`src/hw/rtl/olm_pkg.sv`:
```
package olm_pkg;

  localparam int MAX_OP_LEN = 4;
  localparam int OP_COUNT   = 46;
  localparam int CHAR_W     = 8;
  localparam int CODE_W     = 6;
  localparam int LEN_W      = 3;
  localparam int WIN_W      = MAX_OP_LEN * CHAR_W;

  // Window bytes packed with the first byte in the low bits.
  typedef logic [WIN_W-1:0] win_t;

  // Input transfer, char0 in the lowest bits, padded to whole bytes.
  typedef struct packed {
    logic [4:0]        pad;
    logic [LEN_W-1:0]  valid_count;
    logic [CHAR_W-1:0] char3;
    logic [CHAR_W-1:0] char2;
    logic [CHAR_W-1:0] char1;
    logic [CHAR_W-1:0] char0;
  } olm_in_t;

  // Output transfer, token_code in the lowest bits.
  typedef struct packed {
    logic [6:0]        pad;
    logic [LEN_W-1:0]  match_len;
    logic [CODE_W-1:0] token_code;
  } olm_out_t;

  localparam int IN_W  = $bits(olm_in_t);
  localparam int OUT_W = $bits(olm_out_t);

  // Operator bytes, byte 0 in the low bits; unused bytes are zero.
  localparam win_t OP_CHARS [OP_COUNT] = '{
    32'h00000028, 32'h00000029, 32'h0000005B, 32'h0000005D,
    32'h0000007B, 32'h0000007D, 32'h0000002C, 32'h0000003A,
    32'h0000002E, 32'h0000002B, 32'h0000002D, 32'h0000002A,
    32'h0000002F, 32'h00000025, 32'h00002B2B, 32'h00002D2D,
    32'h00000021, 32'h0000003D, 32'h00003D3D, 32'h00003D21,
    32'h0000003C, 32'h0000003E, 32'h00003D3C, 32'h00003D3E,
    32'h00002626, 32'h00007C7C, 32'h00000026, 32'h0000007C,
    32'h0000005E, 32'h0000007E, 32'h00003C3C, 32'h00003E3E,
    32'h003C3C3C, 32'h003E3E3E, 32'h00003D2B, 32'h00003D2D,
    32'h00003D2A, 32'h00003D2F, 32'h00003D25, 32'h00003D26,
    32'h00003D7C, 32'h00003D5E, 32'h003D3C3C, 32'h003D3E3E,
    32'h3D3C3C3C, 32'h3D3E3E3E
  };

  localparam logic [LEN_W-1:0] OP_LENS [OP_COUNT] = '{
    3'd1, 3'd1, 3'd1, 3'd1, 3'd1, 3'd1, 3'd1, 3'd1,
    3'd1, 3'd1, 3'd1, 3'd1, 3'd1, 3'd1, 3'd2, 3'd2,
    3'd1, 3'd1, 3'd2, 3'd2, 3'd1, 3'd1, 3'd2, 3'd2,
    3'd2, 3'd2, 3'd1, 3'd1, 3'd1, 3'd1, 3'd2, 3'd2,
    3'd3, 3'd3, 3'd2, 3'd2, 3'd2, 3'd2, 3'd2, 3'd2,
    3'd2, 3'd2, 3'd3, 3'd3, 3'd4, 3'd4
  };

endpackage

```
`src/hw/rtl/olm_stage.sv`:
```
module olm_stage import olm_pkg::*; #(
  parameter int WIDTH = IN_W
) (
  input  logic             clk,
  input  logic             rst,
  input  logic             in_valid,
  output logic             in_ready,
  input  logic [WIDTH-1:0] in_data,
  output logic             out_valid,
  input  logic             out_ready,
  output logic [WIDTH-1:0] out_data
);

  logic             full;
  logic [WIDTH-1:0] data;

  // Take a new transfer when empty or when the held one leaves in the same cycle.
  assign in_ready  = !full || out_ready;
  assign out_valid = full;
  assign out_data  = data;

  always_ff @(posedge clk) begin
    if (rst) begin
      full <= 1'b0;
    end else if (in_ready) begin
      full <= in_valid;
    end
  end

  always_ff @(posedge clk) begin
    if (in_ready && in_valid) begin
      data <= in_data;
    end
  end

endmodule

```
`src/hw/rtl/olm_match.sv`:
```
module olm_match import olm_pkg::*; (
  input  olm_in_t  item,
  output olm_out_t result
);

  win_t                    win;
  logic [LEN_W-1:0]        valid_sat;
  logic [OP_COUNT-1:0]     hit;
  logic [CODE_W-1:0]       code_by_len [1:MAX_OP_LEN];

  assign win = {item.char3, item.char2, item.char1, item.char0};
  assign valid_sat = (item.valid_count > LEN_W'(MAX_OP_LEN)) ?
                     LEN_W'(MAX_OP_LEN) : item.valid_count;

  // Compare every operator against the window at once.
  always_comb begin
    for (int k = 0; k < OP_COUNT; k++) begin
      hit[k] = (OP_LENS[k] <= valid_sat);
      for (int i = 0; i < MAX_OP_LEN; i++) begin
        if (LEN_W'(i) < OP_LENS[k] &&
            win[i*CHAR_W +: CHAR_W] != OP_CHARS[k][i*CHAR_W +: CHAR_W]) begin
          hit[k] = 1'b0;
        end
      end
    end
  end

  // At most one operator of each length can match; merge codes per length.
  always_comb begin
    for (int l = 1; l <= MAX_OP_LEN; l++) begin
      code_by_len[l] = '0;
    end
    for (int k = 0; k < OP_COUNT; k++) begin
      for (int l = 1; l <= MAX_OP_LEN; l++) begin
        if (hit[k] && OP_LENS[k] == LEN_W'(l)) begin
          code_by_len[l] = code_by_len[l] | CODE_W'(k + 1);
        end
      end
    end
  end

  // Longest length wins.
  always_comb begin
    result = '0;
    for (int l = 1; l <= MAX_OP_LEN; l++) begin
      if (code_by_len[l] != '0) begin
        result.token_code = code_by_len[l];
        result.match_len  = LEN_W'(l);
      end
    end
  end

endmodule

```
`src/hw/rtl/operator_longest_match.sv`:
```
// Longest-operator recognizer for a lexer front end. Each input transfer
// carries a window of four text bytes and a count of how many are valid
// (counts above four act as four); the block answers with the code (1..46)
// and length of the longest operator that is a prefix of the valid bytes,
// or code 0 and length 0 when none matches. An input register feeds the
// table compare, which loads the result register. One transfer is taken
// every cycle; the only hold-off is back pressure on the output.
module operator_longest_match import olm_pkg::*; (
  input  logic             clk,
  input  logic             rst,
  input  logic             s_axis_tvalid,
  output logic             s_axis_tready,
  // char0[7:0], char1[15:8], char2[23:16], char3[31:24],
  // valid_count[34:32], zero pad[39:35]
  input  logic [IN_W-1:0]  s_axis_tdata,
  output logic             m_axis_tvalid,
  input  logic             m_axis_tready,
  // token_code[5:0], match_len[8:6], zero pad[15:9]
  output logic [OUT_W-1:0] m_axis_tdata
);

  logic            mid_valid;
  logic            mid_ready;
  logic [IN_W-1:0] mid_data;
  olm_out_t        match_res;

  olm_stage #(.WIDTH(IN_W)) u_in_stage (
    .clk       (clk),
    .rst       (rst),
    .in_valid  (s_axis_tvalid),
    .in_ready  (s_axis_tready),
    .in_data   (s_axis_tdata),
    .out_valid (mid_valid),
    .out_ready (mid_ready),
    .out_data  (mid_data)
  );

  olm_match u_match (
    .item   (olm_in_t'(mid_data)),
    .result (match_res)
  );

  olm_stage #(.WIDTH(OUT_W)) u_out_stage (
    .clk       (clk),
    .rst       (rst),
    .in_valid  (mid_valid),
    .in_ready  (mid_ready),
    .in_data   (match_res),
    .out_valid (m_axis_tvalid),
    .out_ready (m_axis_tready),
    .out_data  (m_axis_tdata)
  );

endmodule

```
`config.mk`:
```
export PLATFORM = sky130hd
export DESIGN_NAME = operator_longest_match
export DESIGN_NICKNAME = d
export VERILOG_FILES = /design/src/hw/rtl/olm_pkg.sv /design/src/hw/rtl/olm_stage.sv /design/src/hw/rtl/olm_match.sv /design/src/hw/rtl/operator_longest_match.sv
export SDC_FILE = /design/constraint.sdc
export NUM_CORES = 1
export LEC_CHECK = 0
export BUFFER_PORTS_ARGS = -buffer_cell sky130_fd_sc_hd__buf_2
export CAP_MARGIN = 25
export CORE_ASPECT_RATIO = 1.1
export CORE_MARGIN = 2
export CORE_UTILIZATION = 50
export CTS_CLUSTER_DIAMETER = 60
export DETAILED_ROUTE_END_ITERATION = 8
export PLACE_DENSITY_LB_ADDON = 0.15
export SLEW_MARGIN = 20
export SYNTH_ARGS = -nofsm -noshare
export SYNTH_HDL_FRONTEND = slang
export SYNTH_HIERARCHICAL = 1
export SYNTH_SLANG_ARGS = --single-unit
```
`constraint.sdc`:
```
create_clock -name clk -period 2.69 [get_ports clk]
set_clock_uncertainty 0.1 [all_clocks]
set_input_delay 0.269 -clock clk [delete_from_list [all_inputs] [get_ports clk]]
set_output_delay 0.269 -clock clk [all_outputs]
set_load 0.02 [all_outputs]
```
==> metrics.csv <==
metric;value;unit
status;completed;
dp_cells;434;
syn_avg_cell_area;11.0;µm²
path_clk_slew;90;ps
finalSetupViolations;0;
die_y;85.9;µm
setup_tns;0;ps
whs;32.2;ps
ir_worst_vdd;0.361;mV
root_buffer;clkbuf_8;
max_freq;375;MHz
finalHoldViolations;0;
io_pins;62;
grt_max_degree;36;
drt_iter0_markers;184;
grt_pass1_wl;10700;µm
rows;29;
port_buffers;56;
grt_pass1_vias;2285;
worst_ep_arrival_time;2610;ps
die_w;78.5;µm
antenna_found_initial;0;
post_cts_buffers;0;
yosys_warnings;6;
htreeDepth;2;
p_leak;0.00143;µW
crit_buf_inv;0;
nNetsFinal;408;
cts_made_buffers;5;
area_growth;22.3;%
grt_most_used_layer;met2;
critPathKind;reg2reg;
critPathRequiredTime;2640;ps
slew_headroom;64.7;%
num_vias;2456;
final_cells;442;
worstMarginPinSlew;526;ps
post_drt_via_cell_ratio;5.56;
grt.met3_usage;3.37;%
syn-instance-count;277;
gp_congestion;0.976;
grt.total_usage;20.4;%
cap_violations;0;
groute.layer.met2.usage;32.0;%
drc;0;
syn_area;3050;µm²
start_util;52.2;%
routedWlPerCell;14.8;µm
powerDensity;440;nW/µm²
core;5840;µm²
die-area;6750;µm²
drv_slew;0;
period_needed;2660;ps
postRouteWirelength;6530;µm
drive_gt1_share;34.5;%
critPathMaxFanout;3;
cp_slowest_cell;or4_1;
drtPass1Iterations;4;
fillers;493;
critical_path.cell_chain;nor3b_1, nand3_1, o32ai_1, a311oi_1, and4_1, and2_0, or4_1;
cts_tree;built;
power;1640;µW
met1_usage;28.8;%
end_kind;flip-flop;
rsz0062_at_grt;yes;
post-route-period-util;99.0;%
post-dp-hpwl;5170;µm
clkSinkCount;53;
worstSkewPairLatency;300;ps
slowest_delay;450;ps
ant_nets;0;
cts_buffer_depth;2;
cp-start-kind;flip-flop;
gr-total-overflow;0;
crit_family;simple AND/OR/NAND/NOR gates;
hp-class;in2reg;
num_antenna_cells;0;
routing by layer:
metal | wire length, µm | vias up | share of wire, %
li1 | - | 1246 | -
met1 | 2970 | 1112 | 45
met2 | 3080 | 87 | 47
met3 | 382 | 11 | 5.9
met4 | 101 | 0 | 1.5
met5 | 0 | - | 0
stage by stage:
stage          area (µm²)  util, %  setup WS (ps)
2_1_floorplan        3090        -          0.783
3_3_place_gp         3630     62.1           50.2
3_5_place_dp         3630     62.1           27.7
4_1_cts              3710     63.6           19.1
5_1_grt              3730     63.9           -119
6_report             3730     63.9           26.6
registers in the layout (all words and copies together) (netlist names):
register / cells
u_in_stage/out_data: 35
u_in_stage/out_valid: 1
u_out_stage/out_data: 16
u_out_stage/out_valid: 1
cell type report:
type,instances,area [µm²],area share (%)
Clock buffer,6,72.6,1.94
Clock inverter,2,13.8,0.369
Inverter,5,18.8,0.503
Multi-Input combinational cell,203,1380,36.9
Sequential cell,53,1570,42.1
Tap cell,77,96.3,2.58
Timing Repair Buffer,96,581,15.6
worst paths after layout:
| check | to | cells past startpoint | start | slack, ps |
|---|---|---|---|---|
| max | u_out_stage/out_data[3] | 7 | u_in_stage/out_data[14] | 30 |
| min | u_in_stage/out_data[30] | 1 | s_axis_tdata[30] | 30 |
| max reg2reg | u_out_stage/out_data[3] | 7 | u_in_stage/out_data[14] | 30 |
| min reg2reg | u_out_stage/out_valid | 2 | u_out_stage/out_valid | 400 |
placed cells by master, fill, tap and decap left out, drive strengths merged, types with 8 or more instances in the layout:
| cell | instances |
|---|---|
| o21ai | 8 |
| buf | 96 |
| nand2 | 17 |
| nor2 | 16 |
| nor3 | 11 |
| edfxtp | 51 |
| nand3 | 15 |
| nand2b | 9 |
| and3 | 9 |
| a21oi | 14 |
power by group:
group / leakage [µW] / internal [µW] / switching, µW
Combinational: 0.000875 / 97.7 / 124
Sequential: 0.000505 / 957 / 28.9
Clock: 0.0000456 / 186 / 250
repair_timing:
item,CTS,global route
resized for setup,0,3
hold endpoints to repair,0,0
hold buffers,0,0
endpoints found under the setup margin,0,4
Power figures use the tool's default switching activity.
